### src/rtl/core/caf_pkg.sv
// Shared types, constants and helpers for the CAN acceptance filter.
// No dependencies; every other file of the block but caf_ram imports this package.
`default_nettype none

package caf_pkg;

    // Table geometry and frame limits
    localparam int FILTER_DEPTH  = 128;
    localparam int PAYLOAD_LIMIT = 64;
    localparam int TBL_AW        = (FILTER_DEPTH > 1) ? $clog2(FILTER_DEPTH) : 1;
    localparam int CNT_W         = $clog2(FILTER_DEPTH + 1);
    localparam int ENTRY_W       = 64;

    // Fixed field widths
    localparam int KIND_W   = 2;
    localparam int INDEX_W  = 7;
    localparam int ID_W     = 32;
    localparam int LEN_W    = 8;
    localparam int VER_W    = 16;
    localparam int OP_W     = 16;
    localparam int STATUS_W = 3;
    localparam int COUNT_W  = 8;

    // Configuration port
    localparam int PADDR_W = 4;
    localparam int PDATA_W = 32;

    // Frame id flag bits and the id fields they allow
    localparam logic [ID_W-1:0] ALLOWED_EXT = 32'hFFFF_FFFF;
    localparam logic [ID_W-1:0] ALLOWED_STD = 32'hE000_07FF;

    typedef enum logic [1:0] {
        REG_COUNT   = 2'd0,
        REG_MAGIC   = 2'd1,
        REG_VERSION = 2'd2,
        REG_OPCODE  = 2'd3
    } t_reg;

    typedef enum logic [KIND_W-1:0] {
        KIND_WRITE = 2'd0,
        KIND_RX    = 2'd1,
        KIND_TX    = 2'd2
    } t_kind;

    typedef enum logic [STATUS_W-1:0] {
        ST_ACCEPT   = 3'd0,
        ST_HEADER   = 3'd1,
        ST_INVALID  = 3'd2,
        ST_FILTERED = 3'd3,
        ST_WRITTEN  = 3'd4
    } t_status;

    typedef struct packed {
        logic [COUNT_W-1:0] count;
        logic [ID_W-1:0]    magic;
        logic [VER_W-1:0]   version;
        logic [OP_W-1:0]    opcode;
    } t_cfg;

    // Length within payload limit and no id bits outside flags and id field
    function automatic logic frame_ok(input logic [ID_W-1:0] id, input logic [LEN_W-1:0] len);
        logic [ID_W-1:0] allowed;
        allowed  = id[31] ? ALLOWED_EXT : ALLOWED_STD;
        frame_ok = (32'(len) <= 32'(PAYLOAD_LIMIT)) && ((id & ~allowed) == '0);
    endfunction

endpackage

`default_nettype wire

### src/rtl/core/caf_cfg.sv
// APB-style configuration registers of the acceptance filter.
// Depends on caf_pkg for the register map and the t_cfg struct.
`default_nettype none

module caf_cfg (
    input  wire                           i_clk,
    input  wire                           i_rst_n,
    input  wire                           psel,
    input  wire                           penable,
    input  wire                           pwrite,
    input  wire  [caf_pkg::PADDR_W-1:0]   paddr,
    input  wire  [caf_pkg::PDATA_W-1:0]   pwdata,
    output logic [caf_pkg::PDATA_W-1:0]   prdata,
    output logic                          pready,
    output caf_pkg::t_cfg                 o_cfg
);
    import caf_pkg::*;

    t_cfg r_cfg;
    t_reg w_reg;
    logic w_wr;

    assign pready = 1'b1;
    assign w_reg  = t_reg'(paddr[3:2]);
    assign w_wr   = psel && penable && pwrite && pready;
    assign o_cfg  = r_cfg;

    // Update the addressed register on the access beat
    always_ff @(posedge i_clk) begin
        if (!i_rst_n) begin
            r_cfg <= '0;
        end else if (w_wr) begin
            case (w_reg)
                REG_COUNT:   r_cfg.count   <= pwdata[COUNT_W-1:0];
                REG_MAGIC:   r_cfg.magic   <= pwdata[ID_W-1:0];
                REG_VERSION: r_cfg.version <= pwdata[VER_W-1:0];
                REG_OPCODE:  r_cfg.opcode  <= pwdata[OP_W-1:0];
                default:     r_cfg         <= r_cfg;
            endcase
        end
    end

    // Read back the addressed register
    always_comb begin
        case (w_reg)
            REG_COUNT:   prdata = PDATA_W'(r_cfg.count);
            REG_MAGIC:   prdata = PDATA_W'(r_cfg.magic);
            REG_VERSION: prdata = PDATA_W'(r_cfg.version);
            REG_OPCODE:  prdata = PDATA_W'(r_cfg.opcode);
            default:     prdata = '0;
        endcase
    end
endmodule

`default_nettype wire

### config.mk
export PLATFORM = sky130hd
export DESIGN_NAME = caf_cfg
export DESIGN_NICKNAME = d
export VERILOG_FILES = /design/src/rtl/core/caf_pkg.sv /design/src/rtl/core/caf_cfg.sv
export SDC_FILE = /design/constraint.sdc
export NUM_CORES = 1
export LEC_CHECK = 0
export BUFFER_PORTS_ARGS = -buffer_cell sky130_fd_sc_hd__buf_2
export CELL_PAD_IN_SITES_DETAIL_PLACEMENT = 1
export CELL_PAD_IN_SITES_GLOBAL_PLACEMENT = 2
export CORE_MARGIN = 3
export CORE_UTILIZATION = 27
export DETAILED_ROUTE_END_ITERATION = 12
export PLACE_DENSITY_LB_ADDON = 0.1
export REMOVE_ABC_BUFFERS = 1
export SETUP_SLACK_MARGIN = 0.3
export SYNTH_ARGS = -nofsm -noshare
export SYNTH_HDL_FRONTEND = slang
export SYNTH_SLANG_ARGS = --single-unit
### constraint.sdc
create_clock -name i_clk -period 1.2 [get_ports i_clk]
set_input_delay 0.12 -clock i_clk [delete_from_list [all_inputs] [get_ports i_clk]]
set_output_delay 0.12 -clock i_clk [all_outputs]
set_load 0.005 [all_outputs]
* Yosys cells after proc, flatten, opt, wreduce, memory -nomap -nowiden
Cells that the tools add are included.
** Word-level totals
- Output and inout port bits :: 105
- Bits in registers :: 72
- Logic and storage cells :: 15
- Bits of input ports :: 41
** Operators by class
- Muxes and demuxes :: 1
- Reductions and logical operators :: 7
- Eq/ne operators :: 3
** Operators with widths (count)
- $pmux 32 s4 :: 1
- $reduce_and 2->1 :: 4
- $eq 2x2->1 const B :: 2
- $eq 2x1->1 const B :: 1
- $logic_and 1x1->1 :: 2
- $logic_not 2->1 :: 1

* Logic depth before layout (Yosys ltp)
Gate-level depths: netlist of the first run.
- Depth in word-level cells :: 3
- Depth in mapped cells :: 5
- Gate-level depth less buffers :: 3

* Worst setup path before layout of the first run
OpenSTA, ideal clock, no wires.
- Path kind :: input port to output port
- From :: input paddr[3] (netlist name)
- To :: output prdata[4] (netlist name)
- Setup slack :: 0.127 ns
- Data required time :: 1.080 ns
- Buffers on the path :: 2
- Stages :: 3
- Arrival :: 0.953 ns
- Cells stage by stage :: buf_4 buf_6 mux4_2
** On the way
- Longest elaborated chain between the ends :: 2
- Elaborated cells on any way between the ends :: 5
** RTL lines
- from (decl) :: RTL line caf_cfg.sv:11 : input wire [caf_pkg::PADDR_W-1:0] paddr,
- $eq 2x2->1, or another cell as far along :: RTL line caf_cfg.sv:45 : case (w_reg)
- $pmux 32 s4 (*) :: RTL line caf_cfg.sv:45
- to (decl) :: RTL line caf_cfg.sv:13 : output logic [caf_pkg::PDATA_W-1:0] prdata,
Every way passes the cells marked *; elsewhere a longest branch is shown, timed or not.

* Worst setup path after layout of the first run
- From :: register r_cfg (netlist bit o_cfg[5])
- To :: output prdata[5] (netlist name)
** On the way
- Longest elaborated chain between the ends :: 1
** RTL lines
- from (decl) :: RTL line caf_cfg.sv:19 : t_cfg r_cfg;
- from (signal assigned) :: RTL line caf_cfg.sv:38 : default: r_cfg <= r_cfg;
- $pmux 32 s4 :: RTL line caf_cfg.sv:45
Every way passes these cells.

==> summary by stage, run 1 <==
Status
The run finished, with violations left. The final reports fail on negative setup slack.

Job
Max-cap violations in this run came to 0.

STA
The count of final hold-check violations is 0. The worst path in the final design needs a cycle of 1.395 ns, including I/O delays and setup. Setup repair after global routing could not meet its margin everywhere.

The final worst clock skew is 0 ns. Across all setup checks in the final design, the least slack found is -0.1946 ns. Final hold analysis gives a worst-case slack of 0.02498 ns. Derived from the worst setup path, the maximum achievable clock frequency is 717.0 MHz. The number of endpoints failing setup at the final stage is 16. In the finished design, the share of the clock period the worst path needs comes to 116.2%. The total count of max-transition violations in the final report was 0.

Global route
The initial antenna violation count is 0. The met1 track demand over resource in global routing is 21.42%. The layer flagged by global routing as most heavily used is met2.

Summed over all layers, the global routing overflow is 0. The global-route met2 utilization is 28.36%. The pin count of the biggest net entering global routing is 58. The number of global-route vias before repair is 3215.

The global routing usage summed across all routing layers is 16.96%. The global routing met3 resource utilization is 4.648%. The global-route wire length before repair is 17280 um.

Yosys
Ranked by total cell area, the synthesized netlist is headed by sky130_fd_sc_hd__dfxtp_1, sky130_fd_sc_hd__mux2i_1, sky130_fd_sc_hd__nand2_1, sky130_fd_sc_hd__mux4_2, sky130_fd_sc_hd__and2_1. The dominant synthesized flop cell is sky130_fd_sc_hd__dfxtp_1. The number of flip-flops and latches in the synthesized netlist is 72. The netlist uses 20 different library cells. After synthesis, the largest area contributor takes up 44.41% of total cell area. sky130_fd_sc_hd__nand2_1 is the most common cell in the netlist. Summing the sequential cell areas from Yosys gives 44.41% of the chip area. The synthesized instance count is 322. The number of warnings issued by yosys is 0.

The biggest area contributor in the post-synthesis netlist is sky130_fd_sc_hd__dfxtp_1. After synthesis, the most frequently instantiated cells are sky130_fd_sc_hd__nand2_1, sky130_fd_sc_hd__dfxtp_1, sky130_fd_sc_hd__mux2i_1. The mean post-synth cell area is 10.08 um2. The cell area after technology mapping is 3246 um2.

After synthesis, the share of flip-flops with an asynchronous set or reset is 0%. The number of synthesized flops with an enable pin is 0.

Critical path
STA puts the critical path data required time at 1.08 ns. Following the worst setup path forward leads to its endpoint at prdata[5]. The slack of the worst reg-to-reg path is 0.25 ns. Counting buffers and inverters, the worst setup path is 2 cells deep.

The number of cells on the worst reg-to-reg path is 6. The critical path goes through mux4_2 -> buf_6. Together, buffers and inverters on the worst path number 1. The critical path launch point type is a flop. The slowest stage of the critical path belongs to the cell sky130_fd_sc_hd__mux4_2.

The cell family contributing the most delay on the critical path is multiplexers. On the worst path, the slowest cell contributes a delay of 0.49 ns. The start of the worst register-to-register path is o_cfg[14]. STA puts the critical path data arrival time at 1.27 ns. STA classifies the critical path endpoint as an output port.

The largest driver fanout on the critical path is 2. The critical path is of the reg2out type. The critical path starts at o_cfg[5]. In this run the critical register-to-register path is captured at o_cfg[14].

Route
The routed layout has 3075 vias. The routed design has 11490 um of wire. The initial DRC count is 75. The wire length per cell is 16.90 um. The count of antenna-violating nets left after detailed routing is 0. After detailed routing, the number of vias per cell comes to 4.522. For this run, design rule violations remaining after detail routing come to 0. The number of iterations in the first detailed-routing pass is 6.

CTS
CTS saw 72 sinks. Buffers inserted to repair hold after CTS numbered 0. The longest clock path from root to sink contains 2 buffers. The clock tree from TritonCTS is done. The root buffer cell chosen for the clock tree is sky130_fd_sc_hd__clkbuf_16.

Clock-pin slew was measured on the worst setup and hold paths at 0.06 ns. The H-tree generated during clock tree synthesis spans 3 levels. At the later pin of the worst-skew pair, clock insertion delay measures 0.33 ns.

In this run, CTS created clock tree buffers numbering 9.

Cells and area
Of the cells placed in the final design, the portion with a size suffix greater than 1 is 65.55%. The synthesis-to-finish area growth is 78.95%. The final layout contains 573 nets. After routing the design area is 5808 um2.

The antenna diode count is 0. For this run, the share of the core covered by cells in the final layout is 50.22%. The register with the most flip-flops in the layout has 72 of them.

Place
The count of port buffers added during placement is 142. After detailed placement, the total cell area comes to 4232 um2. The pre-CTS setup slack is -0.09098 ns. After legalization and detailed placement, the total HPWL measured 7080 um. The congestion estimate from routability-driven global placement came to 0.7188.

Hold path
The path category of the worst min-delay check is in2reg.

Floorplanning
The starting density of the core is 28.06%. The die area is 13370 um2. After floorplanning, the core was divided into 39 placement rows. The floorplan step defined a core boundary enclosing 11560 um2. The vertical die dimension is 115.6 um.

The horizontal die dimension is 115.6 um. 146 I/O pins were placed.

Pwr
The largest voltage drop on the vdd net is 0.0004575 V. In this run the power density over the cells is 987.1 nW/um2. The design draws 5.733 mW. For this design the static power due to leakage is 2.781 nW.
## layer usage
layer	share of wire [%]	vias up	routed length, um
li1	-	1497	-
met1	43	1470	4992
met2	49	101	5629
met3	6.8	7	783
met4	0.77	0	89
met5	0	-	0
## repair_timing
item | 4_1_cts | 5_1_grt
pin swaps | 17 | 1
resized for setup | 170 | 42
cloned | 5 | 0
setup endpoints to repair | 125 | 139
setup buffers | 28 | 28
## final cells by class
cell class | count | area (um2)
multi-input cells | 224 | 1693
flip-flops and latches | 72 | 1536
repair buffers | 225 | 2100
fillers | 1287 | 5757
clock inverters | 3 | 40.04
well taps | 143 | 178.9
clock buffers | 13 | 260.3
## report_power, final
part	leakage (nW)	total, mW	internal [mW]	switching, mW
Combinational	2.01	0.579	0.316	0.263
Clock	0.150	2.71	1.72	0.989
Sequential	0.618	2.45	2.42	0.0247
## worst min path at each step
stage | start | endpoint | slack, ns | cells after the start
finish | pwdata[31] | o_cfg[63] | 0.02 | 3
global route | pwdata[17] | o_cfg[49] | 0.03 | 3
CTS | pwdata[27] | o_cfg[59] | 0.01 | 3
detailed placement | pwdata[27] | o_cfg[59] | 0.38 | 3
global placement | pwdata[16] | o_cfg[48] | 0.37 | 3
floorplan | pwdata[16] | o_cfg[48] | 0.26 | 2
## stage by stage
stage	TNS, ns	instances
after floorplan	-24.70	296
after global placement	-1.067	603
after detailed placement	-2.067	603
after CTS	-2.681	652
after global routing	-3.066	680
final	-2.368	680
## cell families (layout without fill, tap and decap cells)
group                  count (synthesis)  in the layout  synth area share [%]
DFF                                   72             72                 44.41
and+or+nand+nor                      127            127                 17.08
AOI/OAI and AO/OA                      8              8                 2.159
buffers and inverters                 26            241                 5.706
other                                  1              1                0.1155
muxes                                 88             88                 30.53
## worst min-delay path: cells and delay by family
family,cells,cell delay [ns]
AND/OR/NAND/NOR,1,0.05
buffers and inverters,1,0.09
multiplexers,1,0.05
## cell usage in the layout (no fill, tap or decap), types with 2 or more instances in the layout
cell / n
sky130_fd_sc_hd__buf_4: 24
sky130_fd_sc_hd__buf_16: 5
sky130_fd_sc_hd__mux4_2: 8
sky130_fd_sc_hd__and2_4: 17
sky130_fd_sc_hd__clkbuf_16: 9
sky130_fd_sc_hd__buf_12: 11
sky130_fd_sc_hd__clkinv_2: 2
sky130_fd_sc_hd__mux2_2: 4
sky130_fd_sc_hd__buf_6: 100
sky130_fd_sc_hd__nand2_2: 3
sky130_fd_sc_hd__dfxtp_2: 70
sky130_fd_sc_hd__a22o_1: 8
sky130_fd_sc_hd__buf_2: 84
sky130_fd_sc_hd__clkbuf_8: 2
sky130_fd_sc_hd__mux2_4: 4
sky130_fd_sc_hd__clkbuf_1: 2
sky130_fd_sc_hd__dfxtp_4: 2
sky130_fd_sc_hd__mux2i_1: 71
sky130_fd_sc_hd__nand2_1: 101
Power figures use the tool's default switching activity.
==> inputs of run 2 (changes only) <==
Settings changed: CORE_MARGIN 3 to 2, TNS_END_PERCENT set to 30.
Clock period 1.2 ns to 1.6 ns, I/O delays scaled along.
==> run 2 against run 1 <==
Effect of this change:
- the flow now finishes without violations
- register-to-register slack better by 0.66 ns
- flip-flop and latch count stayed put
- utilization is 12 points lower
- hold slack better by 0.044 ns
- final cell count is 8.1% lower
- first-iteration DRC count stayed put
- routed wire length is 17% lower
- clock power is 20% lower
- die area is 3.4% lower
- critical path type unchanged
==> summary by stage, run 2 (synthesized netlist as in run 1, its figures left out) <==
Global route
The number of global-route vias before repair is 2810. Global routing consumed, over all layers together, 14.78% of the routing resources. The total congestion overflow after global routing is 0. The initial antenna violation count was 0.

The first global-routing pass estimated 14870 um of wire. Entering global routing, the biggest net connects 75 pins.

CTS
The clock-pin slew on the worst setup and hold paths is 0.06 ns. The number of H-tree levels is 3. The number of buffers inserted during clock tree synthesis is 9.

The buffer levels on the longest clock path is 2. The buffer cell driving the clock tree root is sky130_fd_sc_hd__clkbuf_16. TritonCTS built the clock tree. At the later pin of the worst-skew pair, clock insertion delay measures 0.33 ns. The number of sinks driven by the clock tree is 72.

Cells and area
The utilization after layout is 38.57%. The most common cell after layout, fill and taps aside is sky130_fd_sc_hd__buf_2. In the final design database the tool counted 514 nets.

Relative to the synthesized area, the layout overhead comes to 40.94%. The antenna diode count is 0. The post-route netlist has 46.86% of its cells at a drive strength greater than 1.

The flip-flop count of the largest register, all copies and words added is 72. Leaving out fill and tap cells, the most frequent cells in the layout are sky130_fd_sc_hd__buf_2, sky130_fd_sc_hd__nand2_1, sky130_fd_sc_hd__mux2i_1, sky130_fd_sc_hd__dfxtp_1, sky130_fd_sc_hd__dfxtp_2.

Pwr
The part of the total power dissipated in combinational logic is 7.2%. The share of total power in the clock network is 50.3%. The analysis attributes to cell leakage a power of 2.282 nW. VDD sags by at most 0.0003724 V. Dividing total power by cell area gives a power density of 942.5 nW/um2.

Net switching is 21.92% of the power. Sequential cells burn 42.5% of the power. The overall power is 4.311 mW.

The switching power of the nets is 945.0 uW. The internal power contribution is 3.366 mW.

Critical path
In this run the worst setup path begins at o_cfg[5]. Counting both buffers and inverters, the worst setup path holds a total of 1. The critical path capture point type is an output port. In this run the critical register-to-register path is launched from o_cfg[2]. STA puts the critical path data required time at 1.44 ns. STA puts the critical path data arrival time at 1.26 ns. The largest individual stage delay along the critical path comes from the cell sky130_fd_sc_hd__mux4_2. The setup path with the least slack is of type reg2out. The worst setup path is launched from a flop. The delay of the slowest cell on the worst path is 0.48 ns. Walking the worst path, the cells encountered are mux4_2 -> buf_6. The top cell family by delay on the critical path is multiplexers. The largest driver fanout on the critical path is 2.

STA
Setup repair after global routing could not meet its margin everywhere. The count of final hold-check violations is 0. The final sum of negative setup slack is 0 ns. The maximum clock frequency is 702.0 MHz. For the finished layout, the period the worst path requires is 1.424 ns. For the final database, setup skew stands at 0 ns.

Dividing the final minimum period by the clock period gives 89.03%. The total count of max-transition violations in the final report is 0. The number of endpoints failing setup at the final stage is 0.

Floorplanning
Pin placement for this block handled 146 I/O pins. The starting density of the core is 27.36%. The core region is 11860 um2. The horizontal die dimension is 113.6 um. The floorplan has 40 rows.

The vertical die dimension is 113.6 um. The die covers 12910 um2.

Route
The count of antenna-violating nets left after detailed routing is 0. The wire length per cell is 15.18 um. The number of DRC violations after detailed routing is 0.

The initial DRC count is 75. The number of iterations in the first detailed-routing pass is 4. For this block, the routed nets add up to 9490 um of wire.

Across all layers, the routed design uses 2833 vias. Using the TritonRoute via totals, the vias-per-cell ratio works out to 4.533.

Hold path
The path category of the worst min-delay check is in2reg. In this run the most critical hold path is launched from pwdata[16].

Place
Summed over all nets, the half-perimeter wirelength after detailed placement is 6608 um. The count of port buffers added during placement is 142. The last weighted congestion value of the routability-driven placer is 0.6951.

Job
The count of maximum capacitance violations is 0.

Status
The flow ran to the end, and the final reports show no timing, DRC or antenna violations.
-- run 2: layout make-up --
cell class	count	area, um2
clock inverters	5	80.08
clock buffers	11	242.7
well taps	147	183.9
multi-input cells	224	1624
repair buffers	166	974.7
flip-flops and latches	72	1469
fillers	1414	7287
-- run 2: path summary, 6_finish.rpt --
kind                            depth (start not counted)        end  slack [ns]
worst min-delay path                                    3  o_cfg[48]        0.07
worst max-delay path                                    2  prdata[5]        0.18
worst min register to register                          2  o_cfg[37]        0.46
worst max register to register                          3   o_cfg[2]        0.91
-- run 2: power groups by stage --
stage	logic, mW	clock network (mW)	registers (mW)
after floorplan	0.103	0	1.87
after global placement	0.302	0	1.87
after detailed placement	0.308	0	1.87
after CTS	0.314	2.24	1.83
after global routing	0.344	2.31	1.84
final	0.309	2.17	1.83
-- run 2: layer usage --
| layer | track usage (%) | up-vias | routed length (um) |
|---|---|---|---|
| li1 | - | 1381 | - |
| met1 | 19.09 | 1343 | 4440 |
| met2 | 23.75 | 100 | 4239 |
| met3 | 4.942 | 9 | 683 |
| met4 | 4.065 | 0 | 126 |
| met5 | 0 | - | 0 |
-- run 2: through the flow --
step	setup WS, ns	area, um2	instances	hold slack, ns
after floorplan	-0.3724	3060	296	0.3021
after global placement	0.2012	4116	596	0.4065
after detailed placement	0.1778	4116	596	0.4194
after CTS	0.1680	4512	619	0.05879
after global routing	0.1581	4574	625	0.07418
final	0.1756	4574	625	0.06932
-- run 2: timing repair --
action | 4_1_cts | 5_1_grt
setup endpoints to repair | 16 | 16
pin swaps | 0 | 1
setup buffers | 7 | 6
hold endpoints to repair | 0 | 0
gates cloned | 0 | 0
gates resized for setup | 12 | 12
hold buffers | 0 | 0
-- run 2: worst register-to-register path: cells and delay by family (launching register included) --
| kind | cells | cell delay [ns] |
|---|---|---|
| buffers and inverters | 1 | 0.13 |
| and+or+nand+nor | 1 | 0.05 |
| muxes | 1 | 0.06 |
| DFF | 1 | 0.32 |
==> inputs of run 3 (changes only) <==
Settings changed: SETUP_SLACK_MARGIN 0.3 to 0.4.
==> run 3 against run 2 <==
Effect of this change:
- utilization increased by 0.26 points
- final area is 0.68% higher
- critical endpoint unchanged
- hold slack got worse by 0.0022 ns
- first-iteration DRC count decreased by 20%
- largest cell class unchanged
- via count grew 0.25%
==> summary by stage, run 3 (synthesized netlist as in run 1, its figures left out) <==
Status
The run finished with clean final reports.

Floorplanning
The core region is 11860 um2. The die is 113.6 um wide. The die area is 12910 um2. Row generation in the floorplan step produced 40 rows. Pin placement for this block handled 146 I/O pins.

In this run the vertical extent of the chip is 113.6 um. The starting density of the core is 27.36%.

Cells and area
The repair_antennas step left the layout with diodes totalling 0. The library cells used most frequently in the layout, excluding fill and tap cells, are sky130_fd_sc_hd__buf_2, sky130_fd_sc_hd__nand2_1, sky130_fd_sc_hd__mux2i_1, sky130_fd_sc_hd__dfxtp_1, sky130_fd_sc_hd__dfxtp_2. Compared with the post-synthesis result, the final layout area differs by 41.90%.

The utilization after layout is 38.83%. The cell area after layout is 4606 um2. The number of fill cells in the layout is 1410. The most common cell after layout, fill and taps aside is sky130_fd_sc_hd__buf_2.

The post-layout instance count excluding filler cells is 628. The final layout net count is 517. The flip-flop count of the largest register, all copies and words added is 72. The share of cells above drive strength 1 is 48.23%.

STA
The count of final hold-check violations is 0. The total count of max-transition violations in the final report came to 0. The final hold slack is 0.06708 ns. For the final routed database, the setup TNS stands at 0 ns. Between clock sinks in the finished design, the worst skew comes to 0 ns. Based on the critical path, the design can be clocked at up to 705.9 MHz.

The minimum clock period is 1.417 ns. Setup repair after global routing could not meet its margin everywhere. The number of endpoints failing setup at the final stage is 0. The final cycle utilization of the critical path is 88.54%.

The worst setup slack after layout is 0.1833 ns.

Route
The number of DRC violations after detailed routing is 0. The via count is 2840. The wire length per cell is 15.11 um. The number of iterations in the first detailed-routing pass is 4.

In this run the remaining antenna-violating nets after routing total 0. The detailed router finished its first iteration with 60 violations. The per-cell via count in the routed design is 4.522. The routed design has 9492 um of wire.

Place
Port buffering added 142 buffers. The post-placement cell count is 596. The last weighted congestion value of the routability-driven placer is 0.6951. In this run the cell area measured after placement is 4116 um2. Before CTS, the worst setup slack after placement is 0.1778 ns. After legalization and detailed placement, the total HPWL measured 6608 um.

Pwr
Summed over all cells, the static leakage comes to 2.302 nW. The design draws 4.319 mW. VDD sags by at most 0.0003722 V. Power spread over the standard cell area amounts to 937.8 nW/um2.

CTS
The number of sinks driven by the clock tree is 72. The number of clock buffers added by TritonCTS is 9. The buffer cell driving the clock tree root is sky130_fd_sc_hd__clkbuf_16. The number of H-tree levels is 3. After clock tree synthesis, the clock-pin slew on the worst setup and hold paths is 0.06 ns. At the later pin of the worst-skew pair, clock insertion delay measures 0.33 ns. The number of hold buffers added after cts is 0. Counting along the longest clock path gives a buffer depth of 2. The clock tree from TritonCTS is done.

Critical path
The top cell family by delay on the critical path is multiplexers. The largest single stage delay on the critical path is 0.48 ns. By startpoint and endpoint, the worst setup path is classified as reg2out.

The required time at the endpoint of the critical path is 1.44 ns. STA puts the critical path data arrival time at 1.26 ns. The number of buffers and inverters on the critical path is 1. The critical path capture point type is an output port.

The critical path launch point type is a flop. Along the worst path, the maximum fanout reaches 2. The largest individual stage delay along the critical path comes from the cell sky130_fd_sc_hd__mux4_2. Traced cell by cell, the critical path runs through mux4_2 -> buf_6.

Global route
The global-route wire length before repair is 14990 um. For this run, the total global-route usage over all layers was measured as 14.90%. The number of global-route vias before repair is 2845. Entering global routing, the biggest net connects 75 pins. The total congestion overflow after global routing is 0. The initial antenna violation count is 0.

Job
The count of maximum capacitance violations is 0.

Hold path
The path category of the worst min-delay check is in2reg.
[run 3: layer usage]
metal / wire (um) / global-route usage [%] / share of wire (%) / up-vias
li1: - / - / - / 1385
met5: 0 / 0 / 0 / -
met2: 4233 / 24.03 / 45 / 101
met1: 4429 / 19.22 / 47 / 1345
met4: 126 / 4.065 / 1.3 / 0
met3: 702 / 4.888 / 7.4 / 9
[run 3: final cells by class]
cell class / count / area [um2] / area share, %
multi-input cells: 224 / 1624 / 35.26
flip-flops and latches: 72 / 1475 / 32.03
repair buffers: 169 / 999.7 / 21.71
clock buffers: 11 / 242.7 / 5.270
well taps: 147 / 183.9 / 3.993
clock inverters: 5 / 80.08 / 1.739
[run 3: path summary, 6_finish.rpt]
check / startpoint / endpoint / slack (ns) / cells past startpoint
setup / recovery: o_cfg[5] / prdata[5] / 0.18 / 2
hold / removal: pwdata[16] / o_cfg[48] / 0.07 / 3
setup reg to reg: o_cfg[0] / o_cfg[0] / 0.91 / 3
hold reg to reg: o_cfg[31] / o_cfg[31] / 0.46 / 2
[run 3: tightest hold or removal path: stages]
cell,delay [ns]
sky130_fd_sc_hd__buf_2,0.10
sky130_fd_sc_hd__nand2_1,0.04
sky130_fd_sc_hd__mux2i_1,0.05
[run 3: what timing repair did]
action / in CTS / in global routing
resized for setup: 28 / 2
setup endpoints to repair: 32 / 16
pin swaps: 0 / 0
setup buffers: 16 / 0
[run 3: power breakdown]
part	internal [mW]	total, mW	switching, mW
Sequential	1.82	1.83	0.0156
Clock	1.41	2.18	0.770
Combinational	0.146	0.311	0.165
